### config.mk
export PLATFORM = sky130hd
export DESIGN_NAME = bounded_lifo_stack_top
export DESIGN_NICKNAME = d
export VERILOG_FILES = /design/src/hw/rtl/blst_pkg.sv /design/src/hw/rtl/blst_cell.sv /design/src/hw/rtl/blst_chain.sv /design/src/hw/rtl/bounded_lifo_stack_top.sv
export VERILOG_INCLUDE_DIRS = /design/src /design/src/hw/rtl
export SDC_FILE = /design/constraint.sdc
export NUM_CORES = 1
export LEC_CHECK = 0
export BUFFER_PORTS_ARGS = -buffer_cell sky130_fd_sc_hd__buf_2
export CAP_MARGIN = 10
export CORE_MARGIN = 10
export CORE_UTILIZATION = 63
export DETAILED_ROUTE_END_ITERATION = 12
export GPL_TIMING_DRIVEN = 0
export PLACE_DENSITY = 0.81
export SKIP_LAST_GASP = 1
export SLEW_MARGIN = 20
export SYNTH_ARGS = -nofsm -noshare
export SYNTH_HDL_FRONTEND = slang
export SYNTH_SLANG_ARGS = --single-unit
### constraint.sdc
create_clock -name clk_i -period 46.3 [get_ports clk_i]
set_clock_uncertainty 0.2 [all_clocks]
set_input_delay 11.575 -clock clk_i [delete_from_list [all_inputs] [get_ports clk_i]]
set_output_delay 11.575 -clock clk_i [all_outputs]
set_load 0.01 [all_outputs]
### src/hw/rtl/bounded_lifo_stack_top_assert.svh
// Assertion macros for the LIFO stack top level.
// Every check is sampled on the rising clock edge and is held off while reset is applied.
`ifndef BOUNDED_LIFO_STACK_TOP_ASSERT_SVH
`define BOUNDED_LIFO_STACK_TOP_ASSERT_SVH

// Same-cycle implication.
`define BLST_ASSERT_NOW(lbl, ante, cons, msg) \
  lbl: assert property (@(posedge clk_i) disable iff (!rst_ni) (ante) |-> (cons)) \
    else $error(msg);

// Next-cycle implication.
`define BLST_ASSERT_NEXT(lbl, ante, cons, msg) \
  lbl: assert property (@(posedge clk_i) disable iff (!rst_ni) (ante) |=> (cons)) \
    else $error(msg);

`endif

### src/hw/rtl/blst_pkg.sv
package blst_pkg;

  // Number of cells in the stack.
  localparam int unsigned Depth = 16;
  // Entry count width: it must be able to hold Depth itself.
  localparam int unsigned CntW  = $clog2(Depth + 1);
  // Cell index width.
  localparam int unsigned IdxW  = $clog2(Depth);
  // Width of one stored word.
  localparam int unsigned DataW = 32;

  // Command codes.
  typedef enum logic [1:0] {
    CMD_PUSH = 2'd0,
    CMD_POP  = 2'd1,
    CMD_PEEK = 2'd2
  } blst_cmd_e;

  // Result status codes.
  typedef enum logic [1:0] {
    ST_OK        = 2'd0,
    ST_OVERFLOW  = 2'd1,
    ST_UNDERFLOW = 2'd2,
    ST_BADPOS    = 2'd3
  } blst_status_e;

  // Shift control that is broadcast to every cell.
  typedef struct packed {
    logic push;
    logic pop;
  } blst_shift_t;

endpackage

### src/hw/rtl/blst_cell.sv
module blst_cell import blst_pkg::*; (
  input  logic                    clk_i,
  input  blst_shift_t             shift_i,
  input  logic signed [DataW-1:0] upper_i,
  input  logic signed [DataW-1:0] lower_i,
  output logic signed [DataW-1:0] data_o
);

  logic signed [DataW-1:0] data_d, data_q;

  // On a push, take the word of the cell above; on a pop, take the one below.
  always_comb begin
    data_d = data_q;
    if (shift_i.push) begin
      data_d = upper_i;
    end else if (shift_i.pop) begin
      data_d = lower_i;
    end
  end

  always_ff @(posedge clk_i) begin
    data_q <= data_d;
  end

  assign data_o = data_q;

endmodule

### src/hw/rtl/blst_chain.sv
module blst_chain import blst_pkg::*; (
  input  logic                    clk_i,
  input  blst_shift_t             shift_i,
  input  logic signed [DataW-1:0] push_value_i,
  input  logic [IdxW-1:0]         peek_idx_i,
  output logic signed [DataW-1:0] top_o,
  output logic signed [DataW-1:0] peek_o
);

  logic signed [DataW-1:0] cell_q [Depth];

  // Cell 0 is the top of the stack; the word moves one cell per shift.
  for (genvar i = 0; i < Depth; i++) begin : g_cell
    logic signed [DataW-1:0] upper, lower;

    if (i == 0) begin : g_first
      assign upper = push_value_i;
    end else begin : g_inner_up
      assign upper = cell_q[i-1];
    end

    // The bottom cell keeps its own word on a pop; it is no longer counted.
    if (i == Depth - 1) begin : g_last
      assign lower = cell_q[i];
    end else begin : g_inner_down
      assign lower = cell_q[i+1];
    end

    blst_cell u_cell (
      .clk_i  (clk_i),
      .shift_i(shift_i),
      .upper_i(upper),
      .lower_i(lower),
      .data_o (cell_q[i])
    );
  end

  // The top word serves pop; peek selects one cell by position.
  assign top_o  = cell_q[0];
  assign peek_o = cell_q[peek_idx_i];

endmodule

### src/hw/rtl/bounded_lifo_stack_top.sv
// Each result beat is registered when its command beat is accepted and appears in the following cycle.
// Throughput: one command per cycle while in_stall_o is low; the shifting cell row
// and the entry count are both updated in the cycle of acceptance.
// Reset: the entry count is cleared, capacity returns to 16 and the output is empty.
// Cell contents are not reset; only counted entries are ever read.
module bounded_lifo_stack_top import blst_pkg::*; (
  input  logic                    clk_i,
  input  logic                    rst_ni,
  // Configuration write port.
  input  logic                    cfg_we_i,
  input  logic [CntW-1:0]         cfg_data_i,
  // Command channel.
  input  logic                    in_valid_i,
  output logic                    in_stall_o,
  input  logic [1:0]              cmd_i,
  input  logic signed [DataW-1:0] push_value_i,
  input  logic [CntW-1:0]         position_i,
  // Result channel.
  output logic                    out_valid_o,
  input  logic                    out_stall_i,
  output logic signed [DataW-1:0] read_data_o,
  output logic [1:0]              status_o,
  output logic [CntW-1:0]         entries_now_o,
  output logic                    is_empty_o,
  output logic                    is_full_o
);

  localparam logic [CntW-1:0] DepthCnt = CntW'(Depth);
  localparam logic [CntW-1:0] OneCnt   = CntW'(1);

  logic [CntW-1:0] cap_q, cap_d;
  logic [CntW-1:0] count_q, count_d;
  logic            accept;
  blst_shift_t     shift;
  logic signed [DataW-1:0] top_word, peek_word;
  logic [CntW-1:0] pos_m1;

  logic                    out_valid_q, out_valid_d;
  logic signed [DataW-1:0] data_q, data_d;
  blst_status_e            status_q, status_d;
  logic [CntW-1:0]         entries_q;
  logic                    empty_q, full_q;

  logic                    push_ok, pop_ok;

  // A new command is taken unless a finished result is held by the consumer.
  assign in_stall_o = out_valid_q & out_stall_i;
  assign accept     = in_valid_i & ~in_stall_o;

  // Capacity is clamped to 1..Depth when written.
  always_comb begin
    cap_d = cap_q;
    if (cfg_we_i) begin
      if (cfg_data_i == '0) begin
        cap_d = OneCnt;
      end else if (cfg_data_i > DepthCnt) begin
        cap_d = DepthCnt;
      end else begin
        cap_d = cfg_data_i;
      end
    end
  end

  assign pos_m1 = position_i - OneCnt;

  // Command decode: shift control, new count and result fields.
  always_comb begin
    shift    = '0;
    count_d  = count_q;
    data_d   = '0;
    status_d = ST_OK;
    case (blst_cmd_e'(cmd_i))
      CMD_PUSH: begin
        if (count_q >= cap_q) begin
          status_d = ST_OVERFLOW;
        end else begin
          shift.push = accept;
          count_d    = count_q + OneCnt;
        end
      end
      CMD_POP: begin
        if (count_q == '0) begin
          status_d = ST_UNDERFLOW;
          data_d   = '1;
        end else begin
          shift.pop = accept;
          count_d   = count_q - OneCnt;
          data_d    = top_word;
        end
      end
      CMD_PEEK: begin
        if (position_i == '0 || position_i > count_q) begin
          status_d = ST_BADPOS;
          data_d   = '1;
        end else begin
          data_d = peek_word;
        end
      end
      default: begin
        status_d = ST_OK;
      end
    endcase
  end

  blst_chain u_chain (
    .clk_i       (clk_i),
    .shift_i     (shift),
    .push_value_i(push_value_i),
    .peek_idx_i  (pos_m1[IdxW-1:0]),
    .top_o       (top_word),
    .peek_o      (peek_word)
  );

  // Output stage holds a result until the consumer takes it.
  assign out_valid_d = accept | (out_valid_q & out_stall_i);

  always_ff @(posedge clk_i or negedge rst_ni) begin
    if (!rst_ni) begin
      cap_q       <= DepthCnt;
      count_q     <= '0;
      out_valid_q <= 1'b0;
    end else begin
      cap_q       <= cap_d;
      out_valid_q <= out_valid_d;
      if (accept) begin
        count_q <= count_d;
      end
    end
  end

  // Result payload registers.
  always_ff @(posedge clk_i) begin
    if (accept) begin
      data_q    <= data_d;
      status_q  <= status_d;
      entries_q <= count_d;
      empty_q   <= (count_d == '0);
      full_q    <= (count_d >= cap_q);
    end
  end

  assign out_valid_o   = out_valid_q;
  assign read_data_o   = data_q;
  assign status_o      = status_q;
  assign entries_now_o = entries_q;
  assign is_empty_o    = empty_q;
  assign is_full_o     = full_q;

  // Accepted push with room and accepted pop on a non-empty stack.
  assign push_ok = accept && (cmd_i == CMD_PUSH) && (count_q < cap_q);
  assign pop_ok  = accept && (cmd_i == CMD_POP) && (count_q != '0);

`include "bounded_lifo_stack_top_assert.svh"

  // The count never exceeds the number of cells.
  `BLST_ASSERT_NOW(a_count_bound, 1'b1, count_q <= DepthCnt, "entry count above depth")
  // The capacity in effect always lies in 1..Depth.
  `BLST_ASSERT_NOW(a_cap_range, 1'b1, cap_q >= OneCnt && cap_q <= DepthCnt, "capacity out of range")
  // An accepted push with room raises the count by one.
  `BLST_ASSERT_NEXT(a_push_inc, push_ok, count_q == $past(count_q) + OneCnt, "bad push count")
  // An accepted pop on a non-empty stack lowers the count by one.
  `BLST_ASSERT_NEXT(a_pop_dec, pop_ok, count_q == $past(count_q) - OneCnt, "bad pop count")

endmodule

Yosys cells after proc, flatten, opt, wreduce, memory -nomap -nowiden
Cells that the tools add are included.
W data, S select, Z words.
{"block": "word_totals", "memories": 0, "latch_bits": 0, "romBits": 0, "ram_bits": 0, "output_inout_bits": 43, "ff_bits": 564, "inputBits": 49, "word_cells": 95}
{"block": "classes", "shift": 0, "n_mux": 49, "order_cmp": 5, "n_div": 0, "addsub": 3, "eq_ne": 2, "bitwise_logic": 5, "multipliers": 0, "reduce_logical": 7}
{"op": "$mux W32", "count": 34}
{"op": "$bmux W32 S4", "count": 1}
{"op": "$pmux W32 S2", "count": 1}
{"op": "$logic_not A5 Y1", "count": 4}
{"op": "$mux W5", "count": 4}
{"op": "$ge A5 B5 Y1", "count": 2}
{"op": "$pmux W5 S2", "count": 1}
{"op": "$pmux W2 S3", "count": 1}
{"op": "$add A5 B1 Y5 const B", "count": 1}
{"op": "$ge A5 B5 Y1 const B", "count": 1}
{"op": "$gt A5 B5 Y1", "count": 1}
{"op": "$gt A5 B5 Y1 const B", "count": 1}
{"op": "$mux W1", "count": 5}
{"op": "$not A4 Y5", "count": 1}
{"op": "$sub A5 B1 Y5 const B", "count": 1}
{"op": "$mux W2", "count": 2}
{"op": "$sub A4 B1 Y4 const B", "count": 1}
{"op": "$and A1 B1 Y1", "count": 2}
{"op": "$eq A2 B1 Y1 const B", "count": 1}
{"op": "$eq A2 B2 Y1 const B", "count": 1}
{"op": "$logic_not A2 Y1", "count": 1}
{"op": "$reduce_bool A2 Y1", "count": 1}
{"op": "$logic_or A1 B1 Y1", "count": 1}
{"op": "$not A1 Y1", "count": 1}
{"op": "$or A1 B1 Y1", "count": 1}

Depth between registers and ports, before layout
{"block": "logic_depth", "depth_word": 7, "depth_mapped": 14, "mapped_depth_nobuf": 13}

Cells and area by module
Synthesis repeated with hierarchy kept, for this count alone.
{"block": "hier_totals", "hier_cells": 1647, "hier_area_um2": 30813.3}
{"module": "blst_cell", "n_inst": 16, "area_per_inst_um2": 1507.7, "seq_area_each_um2": 960.9, "cells_each": 69}
{"module": "blst_chain", "n_inst": 1, "area_per_inst_um2": 3728.6, "seq_area_each_um2": 0.0, "cells_each": 271}
{"module": "bounded_lifo_stack_top", "n_inst": 1, "area_per_inst_um2": 2961.6, "seq_area_each_um2": 1507.7, "cells_each": 272}

Worst setup path after synthesis
No wires, ideal clock.
{"block": "synth_timing", "path_type": "input to register", "startpoint": "input port out_stall_i", "endpoint": "register u_chain.g_cell[0].u_cell.data_q[0], enable pin", "slack_ns": -2.892, "t_arrival_ns": 46.932, "cell_stages": 4, "required_time_ns": 44.040, "setup_ns": 2.060, "path_cell_list": "nand2_1 > and2_1 > buf_2 > a21boi_0"}
{"block": "synth_between", "elab_chain_cells": 6}
{"item": "start, declared", "line_no": "bounded_lifo_stack_top.sv:20", "text": "input logic out_stall_i,"}
{"item": "$and A1 B1 Y1 (*)", "line_no": "bounded_lifo_stack_top.sv:47", "text": "assign in_stall_o = out_valid_q & out_stall_i;"}
{"item": "$not A1 Y1 (*)", "line_no": "bounded_lifo_stack_top.sv:48", "text": "assign accept = in_valid_i & ~in_stall_o;"}
{"item": "$and A1 B1 Y1 (*)", "line_no": "bounded_lifo_stack_top.sv:48"}
{"item": "via accept", "line_no": "bounded_lifo_stack_top.sv:33", "text": "logic accept;"}
{"item": "$mux W1, on equally long branches", "line_no": "bounded_lifo_stack_top.sv:82, bounded_lifo_stack_top.sv:74"}
{"item": "$mux W1", "line_no": "bounded_lifo_stack_top.sv:72", "text": "case (blst_cmd_e'(cmd_i))"}
{"item": "$reduce_bool A2 Y1 (no line) (*)"}
{"item": "end signal, assigned", "line_no": "blst_cell.sv:22", "text": "data_q <= data_d;"}
{"item": "end, declared", "line_no": "blst_cell.sv:9", "text": "logic signed [DataW-1:0] data_d, data_q;"}
Mark *: on every way through the listed nets, which the timed path passes. The rest lies on a longest branch.
A chain may end at the register's enable or synchronous reset.

Worst setup path in the final report
{"block": "layout_timing", "startpoint": "input port out_stall_i", "endpoint": "output port in_stall_o"}
{"block": "layout_between", "elab_chain_cells": 1}
{"item": "$and A1 B1 Y1", "line_no": "bounded_lifo_stack_top.sv:47"}
{"item": "end, declared", "line_no": "bounded_lifo_stack_top.sv:14", "text": "output logic in_stall_o,"}
No other way between the ends.

==> impl_summary.txt <==
----------------------------------------------------
[Run status]
  Outcome ... complete, but fails checks
  Violated checks ... DRC

[Global routing]
  Initial antenna violation count ... 0
  Pin count of the biggest net entering global routing ... 51
  First-pass GRT wire length ... 125000 um
  Global-route total usage across every layer ... 30.2%
  Leftover overflow at the end of global routing ... 0
  Vias in the first global route ... 22.2k

[Clock tree]
  Num Clock Sinks ... 564
  Cell chosen for the clock root ... sky130_fd_sc_hd__clkbuf_16
  Postcts setup bufs ... 0
  Number of instances resized during post-cts repair ... 0
  Total clock buffers created by CTS ... 58
  Clock slew at reported path FFs ... 60 ps
  Source-to-sink clock delay at the later pin of the worst-skew pair ... 620 ps
  TritonCTS clock tree ... done
  H-tree lvl count ... 2
  Maximum clock insertion buffer count ... 3
  Number of buffers added to fix hold violations after cts ... 0

[Worst setup path]
  Cell-by-cell listing of the critical path ... buf_2 > nand2_1 > inv_1 > buf_2
  Critical path startpoint category ... input port
  Crit path required time ... 34520 ps
  Worst path bufs/invs ... 3
  Critical path fanouts, max ... 3
  Kind of end point of the critical path ... output pin
  Path type of the worst setup path ... in2out
  CP Data Arrival Time ... 11940 ps
  Kind of cell with the highest combined delay on the critical path ... buffers and inverters
  Cell with the largest stage delay on the worst path ... sky130_fd_sc_hd__buf_2
  Slowest stage delay, CP ... 130 ps
  Most numerous cell on the critical path ... sky130_fd_sc_hd__buf_2

[Power and ir drop]
  IR Drop Worst-Case VDD ... 0.0369 mV
  Overall power consumption ... 1.42 mW
  Leakage ... 13.1 nW
  Power per cell area ... 44.4 nW/um2

[Synth]
  Leading area contributor after synthesis ... sky130_fd_sc_hd__edfxtp_1
  Avg Inst Size Synth ... 10.5 um2
  EDFF count, synth ... 553
  Count of different cell masters after synthesis ... 52
  #FFs+latches synth ... 564
  Proportion of synthesized chip area in sequential cells ... 59.7%
  Main flop type after synthesis ... sky130_fd_sc_hd__edfxtp_1
  Leading cell types by total area after synthesis ... sky130_fd_sc_hd__edfxtp_1 (59%), sky130_fd_sc_hd__nand2_1 (21%), sky130_fd_sc_hd__mux4_2 (10%), sky130_fd_sc_hd__buf_2 (1.4%), sky130_fd_sc_hd__a21oi_1 (1.2%)
  Share of Yosys cell area claimed by the top area cell type ... 58.7%
  Async S/R FF share, synth ... 1.95%
  Summed instance area of the synthesized netlist ... 28300 um2
  Yosys warns ... 0
  Cells after Synth ... 2688
  Syn_nets ... 2759

[Route]
  Drt initial violations ... 3029
  Antenna violation net count after detailed routing ... 0
  Total wire length ... 82300 um
  DRT Pass-1 Iters ... 11
  Detailed-route vias per instance ... 6.36
  DRC violation count after routing ... 1
  Via count ... 22.3k
  Drt wl/cell ... 23.5 um

[Placed design]
  Detail Placement HPWL ... 59400 um
  Setup slack at placement ... 22580 ps
  Buffers on Ports ... 89
  Placed cells ... 3393
  Final weighted congestion in routability-driven placement ... 0.941

[STA]
  Post-route setup TNS ... 0 ps
  Worst Setup Slack, final ... 22590 ps
  Maximum clock rate ... 42.2 MHz
  Share of the clock period used by the worst path after layout ... 51.2%
  Setup repair after global routing missed its margin ... no
  Headroom to the max-slew limit ... 25.5%
  Number of hold violations in the final report ... 0
  Slew at the pin closest to its max-slew limit ... 1120 ps
  Final number of max-transition violations ... 0
  Number of failing setup endpoints in the final timing report ... 0
  Min cycle time layout ... 23710 ps

[Floorplanning]
  Area of the core ... 44300 um2
  Die area ... 53700 um2
  Vertical extent of the die ... 232 um
  Standard-cell row count ... 77
  Number of top-level pins ... 92
  Initial Util ... 63.8%
  Horizontal die dimension ... 232 um

[Layout]
  Post-route insts no fill ... 3498
  Net count of the finished layout ... 2932
  Fraction of layout cells with a size suffix above 1 ... 15.1%
  Area growth from synthesis to layout ... 13.2%
  Number of antenna diodes ... 0

[Run]
  Count of maximum capacitance violations ... 0

[Hold path]
  Hold Path Class ... reg2reg

----------------------------------------------------
==> power by group <==
group          leakage (nW)  switching (mW)  total (mW)  internal (mW)
logic                  6.98           0.173       0.277          0.104
registers              5.24          0.0400       0.676          0.636
clock network         0.902           0.198       0.469          0.271
==> registers in the layout (all words and copies together), names as in the netlist <==
signal and count:
cap_q 5, count_q 5, entries_now_o 5, is_empty_o 1, is_full_o 1, out_valid_o 1, read_data_o 32, status_o 2
u_chain.g_cell.u_cell.data_o 512
==> metrics by stage <==
step / instance area (um2) / hold slack, ps / util [%]
floorplan: 28300 / 245 / -
global placement: 29500 / 257 / 66.5
detailed placement: 30100 / 265 / 68.0
CTS: 32000 / 276 / 72.2
global route: 32000 / 298 / 72.2
finish: 32000 / 274 / 72.2
==> final cells by class <==
type                       count  area (um2)
timing repair buffer         113        1090
buffer                       166         816
clock inverter                33         339
fill                        3076       12300
inverter                      20        75.1
sequential                   564       16900
tap                          592         741
clock buffer                  72        1530
multi-input combinational   1938       10500
==> per-layer routing <==
metal | vias to the layer above | global-route usage, % | part of all wire (%)
li1 | 9517 | - | -
met2 | 1512 | 48.5 | 48
met1 | 11000 | 38.3 | 36
met3 | 252 | 6.03 | 10
met4 | 0 | 16.5 | 5.8
met5 | - | 0 | 0
==> kinds of logic (layout without fill, tap and decap cells) <==
| group | count (synthesis) | after routing | synth area share [%] |
|---|---|---|---|
| compound gates | 167 | 167 | 3.87 |
| xor+xnor | 6 | 6 | 0.212 |
| fa+ha+maj | 22 | 22 | 0.974 |
| buf+inv | 186 | 404 | 3.13 |
| flops | 564 | 564 | 59.7 |
| mux | 132 | 132 | 10.4 |
| simple gates | 1611 | 1611 | 21.7 |
==> cell usage in the layout (no fill, tap or decap), types with 7 or more instances in the layout <==
cell / count
sky130_fd_sc_hd__a21boi_1: 28
sky130_fd_sc_hd__buf_4: 21
sky130_fd_sc_hd__clkinv_2: 8
sky130_fd_sc_hd__clkbuf_1: 63
sky130_fd_sc_hd__a211oi_1: 33
sky130_fd_sc_hd__clkinv_1: 13
sky130_fd_sc_hd__edfxtp_1: 553
sky130_fd_sc_hd__buf_16: 23
sky130_fd_sc_hd__a21oi_1: 68
sky130_fd_sc_hd__buf_2: 168
sky130_fd_sc_hd__dfrtp_1: 10
sky130_fd_sc_hd__bufinv_16: 7
sky130_fd_sc_hd__o21ai_0: 11
sky130_fd_sc_hd__mux4_2: 128
sky130_fd_sc_hd__ha_1: 22
sky130_fd_sc_hd__nand2_1: 1577
sky130_fd_sc_hd__inv_1: 19
sky130_fd_sc_hd__clkbuf_16: 59
sky130_fd_sc_hd__buf_1: 14
==> cell usage after synthesis (4+ instances only) <==
cell	count
sky130_fd_sc_hd__a211oi_1	33
sky130_fd_sc_hd__a21boi_0	6
sky130_fd_sc_hd__a21boi_1	28
sky130_fd_sc_hd__a21oi_1	68
sky130_fd_sc_hd__buf_1	14
sky130_fd_sc_hd__buf_2	81
sky130_fd_sc_hd__buf_4	19
sky130_fd_sc_hd__clkbuf_1	50
sky130_fd_sc_hd__dfrtp_1	10
sky130_fd_sc_hd__edfxtp_1	553
sky130_fd_sc_hd__ha_1	22
sky130_fd_sc_hd__inv_1	19
sky130_fd_sc_hd__mux2_2	4
sky130_fd_sc_hd__mux4_2	128
sky130_fd_sc_hd__nand2_1	1577
sky130_fd_sc_hd__nand2b_1	6
sky130_fd_sc_hd__nor2_1	6
sky130_fd_sc_hd__o21ai_0	11
sky130_fd_sc_hd__xnor2_1	5
==> path summary, 6_finish.rpt <==
path / from / end / slack, ps / depth (start not counted)
hold / removal: u_chain.g_cell[14].u_cell.data_o[23]$_DFFE_PP_ / u_chain.g_cell[15].u_cell.data_o[23]$_DFFE_PP_ / 270 / 0
min in group asynchronous: rst_ni / count_q[4]$_DFFE_PN0P_ / 10620 / 1
setup / recovery: out_stall_i / in_stall_o / 22590 / 4
hold reg to reg: u_chain.g_cell[14].u_cell.data_o[23]$_DFFE_PP_ / u_chain.g_cell[15].u_cell.data_o[23]$_DFFE_PP_ / 270 / 0
max in group asynchronous: rst_ni / cap_q[4]$_DFFE_PN1P_ / 35010 / 1
setup reg to reg: count_q[0]$_DFFE_PN0P_ / u_chain.g_cell[1].u_cell.data_o[27]$_DFFE_PP_ / 42340 / 13
(Power assumes the default switching activity.)
